`config.mk`:
```
export PLATFORM = sky130hd
export DESIGN_NAME = todga_tile
export DESIGN_NICKNAME = d
export VERILOG_FILES = /design/src/rtl/todga_pkg.sv /design/src/rtl/todga_tile.sv
export SDC_FILE = /design/constraint.sdc
export NUM_CORES = 2
export LEC_CHECK = 0
export BUFFER_PORTS_ARGS = -buffer_cell sky130_fd_sc_hd__buf_4
export CORE_ASPECT_RATIO = 0.7
export CORE_MARGIN = 3
export CORE_UTILIZATION = 30
export DETAILED_ROUTE_END_ITERATION = 6
export GPL_ROUTABILITY_DRIVEN = 0
export SLEW_MARGIN = 20
export SYNTH_ARGS = -nofsm -noshare
export SYNTH_HDL_FRONTEND = slang
export SYNTH_SLANG_ARGS = --single-unit
```
`constraint.sdc`:
```
create_clock -name aclk -period 6.95 [get_ports aclk]
set_input_delay 1.39 -clock aclk [delete_from_list [all_inputs] [get_ports aclk]]
set_output_delay 1.39 -clock aclk [all_outputs]
set_load 0.02 [all_outputs]
```
`src/rtl/todga_pkg.sv`:
```
// ============================================================================
// todga_pkg
// Shared types, constants and helper functions for the tiled dot-general
// operand address generator.
// ============================================================================
package todga_pkg;

    localparam int RankLimit = 4;
    localparam int NumDims   = 4;
    localparam int IdxW      = 16;
    localparam int FlatW     = 24;
    localparam int TileW     = 32;
    localparam int OffW      = 10;
    localparam int DivBits   = 4;
    localparam int DivSteps  = FlatW / DivBits;
    localparam int DivPasses = 4;
    localparam int DivStages = DivSteps * DivPasses;

    typedef logic [IdxW-1:0] idx_t;
    typedef idx_t [NumDims-1:0] idx_vec_t;

    // Work carried down the divider pipeline.
    typedef struct packed {
        logic [FlatW-1:0] num;
        logic [IdxW-1:0]  rem;
        idx_vec_t         cidx;
        idx_vec_t         lidx;
        idx_vec_t         ridx;
    } work_t;

    typedef struct packed {
        logic [63:0] lext;
        logic [63:0] rext;
        logic [17:0] rac;
        logic [23:0] lmap;
        logic [23:0] rmap;
        logic [31:0] lgrid;
        logic [31:0] rgrid;
    } cfg_t;

    typedef enum logic [2:0] {
        RegLeftExt   = 3'd0,
        RegRightExt  = 3'd1,
        RegRanks     = 3'd2,
        RegLeftMap   = 3'd3,
        RegRightMap  = 3'd4,
        RegLeftGrid  = 3'd5,
        RegRightGrid = 3'd6
    } reg_idx_t;

    localparam logic [1:0] GrpBatch    = 2'd0;
    localparam logic [1:0] GrpOuter    = 2'd1;
    localparam logic [1:0] GrpContract = 2'd2;

    localparam logic [2:0] PosLeftRank  = 3'd0;
    localparam logic [2:0] PosRightRank = 3'd1;
    localparam logic [2:0] PosBatch     = 3'd2;
    localparam logic [2:0] PosLeftOut   = 3'd3;
    localparam logic [2:0] PosRightOut  = 3'd4;
    localparam logic [2:0] PosContract  = 3'd5;

    // Extent of a dimension; a zero extent behaves as one.
    function automatic idx_t extent_at(logic [63:0] ext, logic [1:0] dim);
        idx_t e;
        e = ext[{dim, 4'd0} +: IdxW];
        return (e == '0) ? idx_t'(1) : e;
    endfunction

    function automatic logic [2:0] field_at(logic [17:0] rac, logic [2:0] pos);
        logic [17:0] s;
        s = rac >> (5'(pos) * 5'd3);
        return s[2:0];
    endfunction

    // Slot count, saturated to the number of slots.
    function automatic logic [2:0] count_at(logic [17:0] rac, logic [2:0] pos);
        logic [2:0] c;
        c = field_at(rac, pos);
        return (c > 3'(NumDims)) ? 3'(NumDims) : c;
    endfunction

    // Operand rank, clamped between two and the rank limit.
    function automatic logic [2:0] rank_at(logic [17:0] rac, logic [2:0] pos);
        logic [2:0] r;
        r = field_at(rac, pos);
        if (r < 3'd2) begin
            r = 3'd2;
        end else if (r > 3'(RankLimit)) begin
            r = 3'(RankLimit);
        end
        return r;
    endfunction

    function automatic logic [1:0] map_at(logic [23:0] map, logic [1:0] grp,
                                          logic [1:0] slot);
        logic [23:0] s;
        s = map >> {grp, slot, 1'b0};
        return s[1:0];
    endfunction

    // Four steps of restoring division: dividend bits leave num at the top,
    // quotient bits enter at the bottom.
    function automatic logic [FlatW+IdxW-1:0] div_step(logic [FlatW-1:0] num,
                                                        logic [IdxW-1:0] rem,
                                                        idx_t d);
        logic [IdxW:0]    t;
        logic [FlatW-1:0] n;
        logic [IdxW-1:0]  r;
        n = num;
        r = rem;
        for (int k = 0; k < DivBits; k++) begin
            t = {r, n[FlatW-1]};
            n = {n[FlatW-2:0], 1'b0};
            if (t >= {1'b0, d}) begin
                t    = t - {1'b0, d};
                n[0] = 1'b1;
            end
            r = t[IdxW-1:0];
        end
        return {n, r};
    endfunction

endpackage

```
`src/rtl/todga_tile.sv`:
```
// ============================================================================
// todga_tile
// Four-stage tile number and in-tile face offset for one operand.
// ============================================================================
module todga_tile import todga_pkg::*; (
    input  logic             aclk,
    input  logic             aresetn,
    input  logic             adv,
    input  logic             in_valid,
    input  idx_vec_t         idx,
    input  logic [63:0]      ext,
    input  logic [31:0]      grid,
    input  logic [2:0]       rank,
    output logic             out_valid,
    output logic [TileW-1:0] tile,
    output logic [OffW-1:0]  offset
);

    logic [3:0]       valid_reg;
    logic [TileW-1:0] acc1_reg, acc2_reg, acc3_reg, acc4_reg;
    logic [TileW-1:0] acc1_next, acc2_next, acc3_next, acc4_next;
    idx_t             idx1_reg;
    logic             use_e1_reg;
    logic [10:0]      rowt1_reg, rowt2_reg, colt1_reg, colt2_reg, colt3_reg;
    logic [OffW-1:0]  off1_reg, off2_reg, off3_reg, off4_reg;
    idx_t             row, col;
    logic [OffW-1:0]  off_next;

    always_comb begin
        unique case (rank)
            3'd3:    begin row = idx[1]; col = idx[2]; end
            3'd4:    begin row = idx[2]; col = idx[3]; end
            default: begin row = idx[0]; col = idx[1]; end
        endcase
        off_next  = {row[4], col[4], row[3:0], col[3:0]};
        acc1_next = (rank > 3'd2) ? TileW'(idx[0]) : '0;
    end

    assign acc2_next = use_e1_reg
        ? TileW'(acc1_reg * extent_at(ext, 2'd1)) + TileW'(idx1_reg) : acc1_reg;
    assign acc3_next = TileW'(acc2_reg * grid[15:0]) + TileW'(rowt2_reg);
    assign acc4_next = TileW'(acc3_reg * grid[31:16]) + TileW'(colt3_reg);

    always_ff @(posedge aclk) begin
        if (!aresetn) begin
            valid_reg <= '0;
        end else if (adv) begin
            valid_reg <= {valid_reg[2:0], in_valid};
        end
    end

    always_ff @(posedge aclk) begin
        if (adv) begin
            acc1_reg   <= acc1_next;
            idx1_reg   <= idx[1];
            use_e1_reg <= rank > 3'd3;
            rowt1_reg  <= row[15:5];
            colt1_reg  <= col[15:5];
            off1_reg   <= off_next;
            acc2_reg   <= acc2_next;
            rowt2_reg  <= rowt1_reg;
            colt2_reg  <= colt1_reg;
            off2_reg   <= off1_reg;
            acc3_reg   <= acc3_next;
            colt3_reg  <= colt2_reg;
            off3_reg   <= off2_reg;
            acc4_reg   <= acc4_next;
            off4_reg   <= off3_reg;
        end
    end

    assign out_valid = valid_reg[3];
    assign tile      = acc4_reg;
    assign offset    = off4_reg;

endmodule

```
Word level (Yosys, flattened, before mapping):

Index checks and enable logic that the tools add are counted.

* register bits: 244
* latch bits: 0
* RAM bits: 0
* memory bits (read-only): 0
* bits of input ports: 167
* output and inout port bits: 43
* word-level logic and storage cells: 32
* memories: 0

* $add $sub $neg: 3
* $mul: 3
* div/mod/pow operators: 0
* magnitude comparators: 2
* equality and inequality tests: 2
* shift-type cells: 0
* mux-type cells: 4
* bitwise operators: 0
* reduce and logical (&&, ||, !) cells: 1

Operator list (number)
* multiplier 32 x 16 -> 32 bit: 3
* adder 32 x 11 -> 32 bit: 2
* case mux 16 bit (2 select lines): 2
* adder 32 x 16 -> 32 bit: 1
* 2-to-1 mux 32 bit: 1
* zero test 16 bit: 1
* 2-to-1 mux 16 bit: 1
* > comparator 3 x 2 -> 1 bit, second input constant: 2
* == test 3 x 2 -> 1 bit, second input constant: 1
* == test 3 bit, second input constant: 1

Logic depth before layout (Yosys ltp):

* depth after elaboration: 5
* depth in mapped cells: 25
* depth with buffers taken out: 23

Worst setup path after synthesis:

OpenSTA, ideal clock, no wires.

* kind: input -> register
* start: input port grid[4]
* end: register acc3_reg[24] (data pin)
* setup time: 0.258 ns
* arrival time: 7.122 ns
* data required time: 6.692 ns
* setup slack: -0.429 ns
* stages on the path: 22
* path buffers: 2
* path through: clkbuf_1 > buf_1 > nand2_1 > fa_1 > inv_1 > fa_1 > inv_1 > fa_1 > fa_1 > inv_1 > fa_1 > fa_1 > ha_1 > a21o_1 > a21oi_1 > a21oi_1 > a31o_2 > a221o_1 > a2111oi_2 > o21bai_1 > a21oi_1 > xnor2_1

* longest elaborated chain between the ends: 2

Ends and longest elaborated chain
* start, declared: line todga_tile.sv:12 `input logic [31:0] grid,`
* multiplier 32 x 16 -> 32 bit: line todga_tile.sv:41 `assign acc3_next = TileW'(acc2_reg * grid[15:0]) + TileW'(rowt2_reg);`
* adder 32 x 11 -> 32 bit: line todga_tile.sv:41
* via acc3_next[24]: line todga_tile.sv:21 `logic [TileW-1:0] acc1_next, acc2_next, acc3_next, acc4_next;`
* end signal, assigned: line todga_tile.sv:64 `acc3_reg <= acc3_next;`
* end, declared: line todga_tile.sv:20 `logic [TileW-1:0] acc1_reg, acc2_reg, acc3_reg, acc4_reg;`

The timed path passes the listed nets, and every way through them passes these cells.
A chain may end at the register's enable or synchronous reset.

Final worst setup path:

* start: input port grid[5]
* end: register acc3_reg[24] (data pin)

Same word-level chain as after synthesis.

==> summary.txt <==
Outcome
  – Run status: complete, no violations

Placed design
  – Number of port buffers: 161
  – Area after detailed placement: 45900 sq um
  – Post-detail-place hpwl: 87370 um

Synth
  – Mapped cell area: 40710 sq um
  – Post-synthesis share of cell area spent on xor and xnor gates: 0.02689
  – Synthesized instance count: 4264
  – Synth top area cells: fa_1, edfxtp_1, inv_1
  – Synth top area share: 0.4120
  – Portion of the post-synthesis area used by sequential elements: 0.1672
  – Syn Area/Cell: 9.548 sq um
  – Number of synthesized register bits: 228
  – Fraction of the mapped netlist area in compound gates: 0.04023
  – Share of synthesized registers carrying an async set or reset: 0
  – Dominant cell type by area after synthesis: fa_1
  – Largest family of logic cells by synthesized area: adder cells
  – Simple-gate portion of the synthesized area: 0.1525
  – Adder and majority cell fraction of the synthesized area: 0.4987
  – Number of distinct library cells after synthesis: 57
  – Most common flop cell mapped by yosys: edfxtp_1
  – Count of warnings emitted by yosys: 0
  – Mux contribution to synthesized area: 0.005071
  – Synthesized netlist net count: 5551
  – Number of enable-type register cells in the synthesized netlist: 224

Setup path
  – Reg2reg end: acc3_reg[24]
  – Cell breakdown of the critical path: buf_6 > buf_4 > nand2_1 > fa_1 > inv_1 > fa_1 > inv_1 > fa_1 > fa_1 > inv_1 > fa_1 > fa_2 > ha_4 > a21o_1 > a21oi_2 > a21oi_1 > a31o_2 > a221o_1 > a2111oi_2 > o21bai_1 > a21oi_1 > xnor2_1
  – Max FO, Critical Path: 17
  – Crit-path max cell delay: 600 ps
  – Worst reg2reg setup slack: 480 ps
  – Kind of critical path: in -> reg
  – Most used cell along the critical path: fa_1
  – WP data required: 7290 ps
  – Startpoint of the worst-slack reg-to-reg timing path: acc2_reg[6]
  – CP endpoint kind: register
  – Worst Reg-to-Reg Cells: 19
  – Data arrival, critical path: 7030 ps
  – Critical path startpoint category: input port
  – Slowest stage cell on the critical path: fa_2

Drt
  – DR DRC count: 0
  – Total via count in the routed design: 28550
  – Final wirelength: 103000 um
  – Initial detailed-routing violation count: 1459
  – Routed wirelength normalized by instance count: 16.18 um
  – Initial DRT Pass Iterations: 5
  – Final antenna-violating net count: 0
  – Via-to-Cell Ratio: 4.487

Hold path
  – Startpoint of the tightest hold check path: rowt1_reg[7]
  – HP Class: reg -> reg
  – Hold Path Sink: rowt2_reg[7]
  – Hold-critical path depth: 0

Timing
  – Final Setup Violations: 0
  – Unrepaired setup endpoints after global routing: no
  – Maximum frequency from static timing analysis: 149.6 MHz
  – Max-slew violation count: 0
  – Total count of hold-check failures in the final report: 0
  – Slew at the pin closest to its max-slew limit: 743.3 ps
  – Clock period minus worst slack: 6684 ps
  – Final clock period utilization by the worst path: 0.9617
  – Clock Skews: 18.35 ps
  – Rel. slew slack: 0.5045

Floorplan
  – Std-Cell Rows: 112
  – Die outline height: 314.2 um
  – Die X-Extent: 446.3 um
  – Die Footprint: 140200 sq um
  – Core area: 134000 sq um
  – Starting density of the core: 0.3039
  – # IOs: 210

GRT
  – Number of global-route vias before repair: 30850
  – Global-route wire length before repair: 168800 um
  – Overflow left after global routing: 0
  – GRT Resource Usage Total: 0.1511
  – Initial antenna violation count: 6
  – Maximum number of pins on one net before global-route repair: 130

Finish
  – Final standard cell area without fillers: 46870 sq um
  – Commonest cells after routing, fill and taps aside: inv_1, fa_1, nand2_1, buf_4, and2_1
  – Total Nets Final: 5860
  – Layout filler cell count: 13600
  – Most frequent standard cell in the layout excluding fill and tap cells: inv_1
  – Footprint of the flip-flops and latches: 6807 sq um
  – Relative area change from synthesis to final layout: 15.11%
  – Share of post-route cells with drive strength above 1: 0.1211
  – Multi-input gate area in the final layout: 29640 sq um

CTS
  – Sink count of the clock tree: 228
  – TritonCTS clock tree: done
  – Count of hold-fix buffers inserted at cts: 0
  – Deepest clock path buffer count: 3
  – Post-CTS Setup Repair Bufs: 0
  – Total of cells resized after clock tree synthesis: 0
  – Root cell of the clock tree: clkbuf_16
  – Clk Latency, worst-skew pair: 600 ps
  – Clock-pin slew on the worst setup and hold paths: 60 ps
  – H-tree levels: 1
  – Cts bufs inserted: 26

Job
  – MaxCap Viol Count: 0
## worst max-delay path, delay by kind of cell
family | cells | cell delay (ps)
AO/OA/AOI/OAI | 8 | 1680
buffers and inverters | 5 | 520
adder cells (fa/ha/maj) | 7 | 3240
AND/OR/NAND/NOR | 1 | 80
XOR/XNOR | 1 | 100
## layer usage
metal	up-vias	wire (um)	global-route usage
li1	13260	-	-
met1	14450	46880	0.2090
met2	724	46920	0.2467
met3	112	7234	0.03124
met4	2	1921	0.02776
met5	-	13	0
## Yosys cell counts, drive strengths merged, types with 17 or more instances
library cell,n
o21ai,45
clkbuf,181
fa,838
inv,1003
xnor2,98
edfxtp,224
a22oi,32
nor2,61
nor3,19
a21o,24
nand2,789
ha,282
a21oi,61
and2,377
o21a,17
xor2,27
nor2b,33
## cell families (layout without fill, tap and decap cells)
family	after synthesis	count (layout)
simple gates	1338	1338
buf+inv	1187	1516
fa+ha+maj	1120	1120
compound gates	247	247
flops	228	228
xor+xnor	125	125
mux	19	19
other cells	0	2
## worst max path at each step
stage | start | to | slack (ps)
floorplan | grid[2] | acc3_reg[24] | -30
global placement | ext[17] | acc2_reg[30] | -460
detailed placement | ext[17] | acc2_reg[30] | -460
CTS | ext[17] | acc2_reg[30] | 140
global route | ext[20] | acc2_reg[29] | 10
finish | grid[5] | acc3_reg[24] | 270
## through the flow
step	util	setup WS [ps]	instances	TNS, ps	hold WS [ps]
3_3_place_gp	0.3426	-458.8	6311	-8076	401.1
4_1_cts	0.3491	143.6	6359	0	408.7
6_report	0.3498	265.9	6362	0	414.1
5_1_grt	0.3498	12.16	6362	0	416.7
2_1_floorplan	-	-28.37	4264	-28.37	400.3
3_5_place_dp	0.3426	-462.6	6311	-9319	404.5
## area by class of cell
class,instances,area share
multi-input cells,2849,0.6325
flip-flops and latches,228,0.1452
inverters,1003,0.08033
repair buffers,465,0.07622
well taps,1767,0.04717
clock buffers,28,0.01404
clock inverters,20,0.004405
diodes,2,0.0001068
Power is left out: the tool's default activity adds up to more than one toggle a clock period on the data nets, which glitch-free logic cannot reach.
