--- config.mk ---
export PLATFORM = sky130hd
export DESIGN_NAME = todga_map
export DESIGN_NICKNAME = d
export VERILOG_FILES = /design/src/rtl/todga_pkg.sv /design/src/rtl/todga_map.sv
export SDC_FILE = /design/constraint.sdc
export NUM_CORES = 1
export LEC_CHECK = 0
export BUFFER_PORTS_ARGS = -buffer_cell sky130_fd_sc_hd__buf_4
export CAP_MARGIN = 40
export CELL_PAD_IN_SITES_DETAIL_PLACEMENT = 0
export CELL_PAD_IN_SITES_GLOBAL_PLACEMENT = 2
export CORE_UTILIZATION = 32
export DETAILED_ROUTE_END_ITERATION = 8
export PLACE_DENSITY = 0.93
export SYNTH_ARGS = -nofsm -noshare
export SYNTH_HDL_FRONTEND = slang
export SYNTH_SLANG_ARGS = --single-unit
--- constraint.sdc ---
create_clock -name aclk -period 7.6 [get_ports aclk]
set_input_delay 0.38 -clock aclk [delete_from_list [all_inputs] [get_ports aclk]]
set_output_delay 0.38 -clock aclk [all_outputs]
set_load 0.01 [all_outputs]
--- src/rtl/todga_pkg.sv ---
// ============================================================================
// todga_pkg
// Shared types, constants and helper functions for the tiled dot-general
// operand address generator.
// ============================================================================
package todga_pkg;

    localparam int RankLimit = 4;
    localparam int NumDims   = 4;
    localparam int IdxW      = 16;
    localparam int FlatW     = 24;
    localparam int TileW     = 32;
    localparam int OffW      = 10;
    localparam int DivBits   = 4;
    localparam int DivSteps  = FlatW / DivBits;
    localparam int DivPasses = 4;
    localparam int DivStages = DivSteps * DivPasses;

    typedef logic [IdxW-1:0] idx_t;
    typedef idx_t [NumDims-1:0] idx_vec_t;

    // Work carried down the divider pipeline.
    typedef struct packed {
        logic [FlatW-1:0] num;
        logic [IdxW-1:0]  rem;
        idx_vec_t         cidx;
        idx_vec_t         lidx;
        idx_vec_t         ridx;
    } work_t;

    typedef struct packed {
        logic [63:0] lext;
        logic [63:0] rext;
        logic [17:0] rac;
        logic [23:0] lmap;
        logic [23:0] rmap;
        logic [31:0] lgrid;
        logic [31:0] rgrid;
    } cfg_t;

    typedef enum logic [2:0] {
        RegLeftExt   = 3'd0,
        RegRightExt  = 3'd1,
        RegRanks     = 3'd2,
        RegLeftMap   = 3'd3,
        RegRightMap  = 3'd4,
        RegLeftGrid  = 3'd5,
        RegRightGrid = 3'd6
    } reg_idx_t;

    localparam logic [1:0] GrpBatch    = 2'd0;
    localparam logic [1:0] GrpOuter    = 2'd1;
    localparam logic [1:0] GrpContract = 2'd2;

    localparam logic [2:0] PosLeftRank  = 3'd0;
    localparam logic [2:0] PosRightRank = 3'd1;
    localparam logic [2:0] PosBatch     = 3'd2;
    localparam logic [2:0] PosLeftOut   = 3'd3;
    localparam logic [2:0] PosRightOut  = 3'd4;
    localparam logic [2:0] PosContract  = 3'd5;

    // Extent of a dimension; a zero extent behaves as one.
    function automatic idx_t extent_at(logic [63:0] ext, logic [1:0] dim);
        idx_t e;
        e = ext[{dim, 4'd0} +: IdxW];
        return (e == '0) ? idx_t'(1) : e;
    endfunction

    function automatic logic [2:0] field_at(logic [17:0] rac, logic [2:0] pos);
        logic [17:0] s;
        s = rac >> (5'(pos) * 5'd3);
        return s[2:0];
    endfunction

    // Slot count, saturated to the number of slots.
    function automatic logic [2:0] count_at(logic [17:0] rac, logic [2:0] pos);
        logic [2:0] c;
        c = field_at(rac, pos);
        return (c > 3'(NumDims)) ? 3'(NumDims) : c;
    endfunction

    // Operand rank, clamped between two and the rank limit.
    function automatic logic [2:0] rank_at(logic [17:0] rac, logic [2:0] pos);
        logic [2:0] r;
        r = field_at(rac, pos);
        if (r < 3'd2) begin
            r = 3'd2;
        end else if (r > 3'(RankLimit)) begin
            r = 3'(RankLimit);
        end
        return r;
    endfunction

    function automatic logic [1:0] map_at(logic [23:0] map, logic [1:0] grp,
                                          logic [1:0] slot);
        logic [23:0] s;
        s = map >> {grp, slot, 1'b0};
        return s[1:0];
    endfunction

    // Four steps of restoring division: dividend bits leave num at the top,
    // quotient bits enter at the bottom.
    function automatic logic [FlatW+IdxW-1:0] div_step(logic [FlatW-1:0] num,
                                                        logic [IdxW-1:0] rem,
                                                        idx_t d);
        logic [IdxW:0]    t;
        logic [FlatW-1:0] n;
        logic [IdxW-1:0]  r;
        n = num;
        r = rem;
        for (int k = 0; k < DivBits; k++) begin
            t = {r, n[FlatW-1]};
            n = {n[FlatW-2:0], 1'b0};
            if (t >= {1'b0, d}) begin
                t    = t - {1'b0, d};
                n[0] = 1'b1;
            end
            r = t[IdxW-1:0];
        end
        return {n, r};
    endfunction

endpackage

--- src/rtl/todga_map.sv ---
// ============================================================================
// todga_map
// Entry stage: places output indices on batch and outer operand dimensions.
// ============================================================================
module todga_map import todga_pkg::*; (
    input  logic             aclk,
    input  logic             aresetn,
    input  logic             adv,
    input  logic             in_valid,
    input  idx_vec_t         outi,
    input  logic [FlatW-1:0] flat,
    input  cfg_t             cfg,
    output logic             out_valid,
    output work_t            out_work
);

    logic  valid_reg;
    work_t work_reg;
    work_t work_next;

    always_comb begin
        logic [2:0] batch;
        logic [2:0] lout;
        logic [2:0] rout;
        logic [3:0] od;
        batch = count_at(cfg.rac, PosBatch);
        lout  = count_at(cfg.rac, PosLeftOut);
        rout  = count_at(cfg.rac, PosRightOut);
        work_next      = '0;
        work_next.num  = flat;
        for (int i = 0; i < NumDims; i++) begin
            if (3'(i) < batch) begin
                work_next.lidx[map_at(cfg.lmap, GrpBatch, 2'(i))] = outi[i];
                work_next.ridx[map_at(cfg.rmap, GrpBatch, 2'(i))] = outi[i];
            end
        end
        for (int i = 0; i < NumDims; i++) begin
            od = 4'(batch) + 4'(i);
            if (3'(i) < lout) begin
                work_next.lidx[map_at(cfg.lmap, GrpOuter, 2'(i))] =
                    (od < 4'(NumDims)) ? outi[od[1:0]] : '0;
            end
        end
        for (int i = 0; i < NumDims; i++) begin
            od = 4'(batch) + 4'(lout) + 4'(i);
            if (3'(i) < rout) begin
                work_next.ridx[map_at(cfg.rmap, GrpOuter, 2'(i))] =
                    (od < 4'(NumDims)) ? outi[od[1:0]] : '0;
            end
        end
    end

    always_ff @(posedge aclk) begin
        if (!aresetn) begin
            valid_reg <= 1'b0;
        end else if (adv) begin
            valid_reg <= in_valid;
        end
    end

    always_ff @(posedge aclk) begin
        if (adv) begin
            work_reg <= work_next;
        end
    end

    assign out_valid = valid_reg;
    assign out_work  = work_reg;

endmodule

# Word level (Yosys, flattened, before mapping)
# Index checks and enable logic that the tools add are counted.
dict set report word_totals {
  latch_bits 0
  output_inout_bits 233
  memories 0
  inputBits 350
  romBits 0
  ram_bits 0
  regBits 153
}
dict set report classes {
  div_mod_pow 0
  muxes 85
  mul 0
  reduce_logical 16
  n_shift 0
  order_cmp 63
  n_addsub 7
  eq_ne 0
  n_bitwise 2
}
# op n
set ops {}
lappend ops {{bitwise mux 64 bit} 14}
lappend ops {{demux 16 bit (select 2 bit)} 16}
lappend ops {{two-way mux 128 bit} 4}
lappend ops {{two-way mux 16 bit} 32}
lappend ops {{two-way mux 64 bit} 8}
lappend ops {{binary-select mux 16 bit (select 2 bit)} 8}
lappend ops {{bitwise AND 64 bit} 2}
lappend ops {{< comparator 2 x 3 -> 1 bit, second input constant} 24}
lappend ops {{>= comparator 2 x 1 -> 1 bit, second input constant} 16}
lappend ops {{< comparator 4 x 3 -> 1 bit, second input constant} 7}
lappend ops {{< comparator 1 x 3 -> 1 bit, first input constant} 6}
lappend ops {{< comparator 2 x 3 -> 1 bit, first input constant} 6}
lappend ops {{logical AND 1 bit} 16}
lappend ops {{greater-than comparator 3 bit, second input constant} 3}
lappend ops {{two-way mux 3 bit} 3}
lappend ops {{adder 3 x 2 -> 4 bit, second input constant} 2}
lappend ops {{adder 4 x 2 -> 4 bit, second input constant} 2}
lappend ops {{adder 3 x 1 -> 4 bit, second input constant} 1}
lappend ops {{adder 3 x 3 -> 4 bit} 1}
lappend ops {{adder 4 x 1 -> 4 bit, second input constant} 1}
lappend ops {{< comparator 3 bit, second input constant} 1}

# Longest topological paths before layout
dict set report logic_depth {
  depth_word 20
  ltp_mapped 20
}

# Worst setup path before layout
# OpenSTA, ideal clock, no wires.
dict set report synth_path {
  path_kind {input -> register}
  from {input cfg[120] in the netlist's numbering}
  to {register work_reg, in the netlist out_work[53] (data pin)}
  path_buffers 8
  stages 19
  path_slack_ns 3.123
  required_ns 7.343
  arrival_time_ns 4.220
  path_cell_list {buf_6 nand2b_1 buf_4 buf_6 inv_1 ha_1 inv_1 fa_1 clkbuf_1 clkbuf_1 buf_2 inv_1 ha_1 clkbuf_1 clkbuf_1 mux4_2 nand2_1 a22o_1 a21oi_1}
}
# item line_no
set synth_lines {}
lappend synth_lines {{start: declaration} todga_map.sv:12} ;# input cfg_t cfg,
lappend synth_lines {{end signal: assignment} todga_map.sv:63} ;# work_reg <= work_next;
lappend synth_lines {{end: declaration} todga_map.sv:18} ;# work_t work_reg;

==> flow_metrics.env <==
export IMPL_outcome="finished, final reports clean"
export IMPL_p_clk_frac=0.241
export IMPL_p_comb_frac=0.452
export IMPL_cts_setup_buffers=0
export IMPL_switching_share=0.401
export IMPL_synthMuxAreaShare=0.121
export IMPL_ys_top_cells_by_area="edfxtp_1 26%, a221oi_1 8.4%, mux4_2 8.4%, a21oi_1 7.1%, clkbuf_1 4.4%"
export IMPL_antenna_found_initial=11
export IMPL_finalPower_mw=3.62
export IMPL_cts_resized=0
export IMPL_synth_cell_type_count=74
export IMPL_critPathArrivalTime_ns=4.58
export IMPL_synth_compound_area_frac=0.340
export IMPL_core_area_um2=54200
export IMPL_grt_pass1_wl_mm=124
export IMPL_multi_input_area_um2=11800
export IMPL_synth_adder_area_share=0.00749
export IMPL_grt_overflow=0
export IMPL_num_io_pins=583
export IMPL_num_rows=85
export IMPL_n_fill_cell=5415
export IMPL_drt_iter0_drc=3442
export IMPL_min_period_ns=4.39
export IMPL_viasPerCell=6.89
export IMPL_post_route_util=0.384
export IMPL_cts_tree="yes"
export IMPL_critPathKind="input pin to register"
export IMPL_worst_ep_required_time_ns=7.78
export IMPL_portBuffers=285
export IMPL_drt_wirelength_per_cell_um=28.9
export IMPL_crit_top_cell="inv_1"
export IMPL_synthToLayoutAreaGrowth_pct=17.8
export IMPL_hpwl_mm=60.7
export IMPL_yosysSeqAreaShare=0.259
export IMPL_clock_sinks=153
export IMPL_synth_top_flop_cell="edfxtp_1"
export IMPL_startpoint_type="input pin"
export IMPL_clock_latency_ns=0.48
export IMPL_cp_top_family="adder cells"
export IMPL_p_int_mw=2.17
export IMPL_routed_via_count=20284
export IMPL_fin_cells=2946
export IMPL_cp_num_buf_inv=5
export IMPL_ff_latch_area_um2=4580
export IMPL_power_density_nw_per_um2=174
export IMPL_die_area_um2=56200
export IMPL_die_y_um=237
export IMPL_hold_viol_final=0
export IMPL_maxCapViolCount=0
export IMPL_p_leak_nw=7.65
export IMPL_synth_top_area_frac=0.258
export IMPL_hold_buffers=0
export IMPL_rsz0062_at_grt="no"
export IMPL_clk_path_buf_depth=2
export IMPL_clk_transition_reported_paths_ns=0.07
export IMPL_fp_dieW_um=237
export IMPL_critPathSlowestCell="fa_1"
export IMPL_htree_levels=4
export IMPL_place_gp_congestion=0.931
export IMPL_setup_viol=0
export IMPL_grt_usage=0.292
export IMPL_max_slew_margin_rel=0.348
export IMPL_routed_wl_mm=85.3
export IMPL_period_share=0.578
export IMPL_drc=0
export IMPL_drive_gt1_frac=0.224
export IMPL_yosysTopAreaCell="edfxtp_1"
export IMPL_drt_pass1_iterations=7
export IMPL_hold_class="input pin to register"
export IMPL_setup_worst_path_end_class="register"
export IMPL_slew_viol_final=0
export IMPL_synth_xor_area_frac=0.00346
export IMPL_start_util=0.326
export IMPL_synth_edf_count=152
export IMPL_ys_warnings_count=0
export IMPL_fin_hold_ws_ns=0.0749
export IMPL_path_max_fanout=52
export IMPL_path_cells="buf_4 -> nand2b_2 -> inv_1 -> ha_4 -> inv_1 -> fa_1 -> inv_1 -> ha_1 -> nand2_1 -> xor2_1 -> nor3_2 -> buf_6 -> a221oi_1 -> a221oi_1"
export IMPL_synth_area_um2=17700
export IMPL_fmax_mhz=228
export IMPL_grt_max_degree=95
export IMPL_synth_top_family_by_area="compound AO/OA/AOI/OAI gates"
export IMPL_ys_seq_elements=153
export IMPL_cts_root_buf="clkbuf_16"
export IMPL_fin_setup_tns_ns=0
export IMPL_clock_skew_ns=0
export IMPL_sequentialPowerShare=0.307
export IMPL_irDropWorstVdd_uv=184
export IMPL_critPathMaxStageDelay_ns=1.04
export IMPL_cts_buffers_inserted=17
export IMPL_synth_async_reset_ratio=0
export IMPL_power_switching_mw=1.45
export IMPL_antenna_left=0
export IMPL_grt_pass1_vias=18176
export IMPL_place_inst=2909
export IMPL_postSynthCellCount=2103
export IMPL_synth_simple_gate_area_share=0.168
export IMPL_nNetsFinal=2592
export IMPL_avgSynthCellArea_um2=8.42
export IMPL_tightest_slew_ns=0.978
-- layout make-up --
class | count | area share
Inverter | 16 | 0.00288
Timing Repair Buffer | 372 | 0.141
Tap cell | 696 | 0.0418
Antenna cell | 5 | 0.000600
Clock inverter | 14 | 0.00774
Sequential cell | 153 | 0.220
Multi-Input combinational cell | 1672 | 0.566
Clock buffer | 18 | 0.0206
-- sequential cells by signal (all words and copies together), names as in the netlist --
signal and count:
out_valid 1, out_work 152
-- logic make-up (layout without fill, tap and decap cells) --
group,Yosys count,after routing
adder cells (fa/ha/maj),10,10
buffers and inverters,357,420
XOR/XNOR,7,7
multiplexers,132,132
other,1,85
flip-flops,153,153
AO/OA/AOI/OAI,853,853
AND/OR/NAND/NOR,590,590
-- cells in the mapped netlist (36+ instances only) --
library cell  number
nor2b_1           36
edfxtp_1         152
a21oi_1          250
o31ai_1           47
buf_4             85
nor3_1            71
nand2_1          132
mux2i_1           65
nor2_1           120
and2_1            49
nand3_1           71
o21ai_0          117
a2111oi_0         57
a221oi_1         170
clkbuf_1         206
mux4_2            66
-- power by group through the flow --
stage	Combinational [mW]	Clock [mW]	Sequential, mW
after floorplan	0.892	0	1.18
after CTS	1.58	0.896	1.11
after detailed placement	1.57	0	1.13
after global routing	1.72	0.919	1.12
final	1.64	0.870	1.11
after global placement	1.52	0	1.13
-- path summary, 6_finish.rpt --
path / from / cells after the start / slack [ns] / to
worst max-delay path: cfg[118] / 14 / 3.21 / out_work[38]$_DFFE_PP_
worst min-delay path: flat[4] / 1 / 0.07 / out_work[212]$_DFFE_PP_
worst max register to register: out_valid$_SDFFE_PN0P_ / 2 / 6.98 / out_valid$_SDFFE_PN0P_
worst min register to register: out_valid$_SDFFE_PN0P_ / 2 / 0.55 / out_valid$_SDFFE_PN0P_
-- metrics by stage --
stage                     area (µm²)  worst slack (ns)
final                          20800              3.21
after global routing           20800              3.13
after CTS                      20800              3.44
after detailed placement       20200              2.94
after global placement         19800              2.60
after floorplan                18000              3.12
-- cell usage in the layout, fill, tap and decap left out, types with 68 or more instances in the layout --
| cell type | n |
|---|---|
| o21ai_0 | 117 |
| nand2_1 | 132 |
| a21oi_1 | 250 |
| conb_1 | 80 |
| a221oi_1 | 170 |
| nor3_1 | 68 |
| edfxtp_1 | 152 |
| nand3_1 | 71 |
| nor2_1 | 116 |
| buf_4 | 334 |
-- layer usage --
layer / up-vias / global-route usage / routed length [µm]
met5: - / 0 / 58
met1: 9710 / 0.401 / 34800
met4: 12 / 0.0991 / 2760
li1: 8471 / - / -
met2: 1816 / 0.440 / 36500
met3: 275 / 0.0798 / 11100
Note: power is estimated with default switching activity, not from simulation.
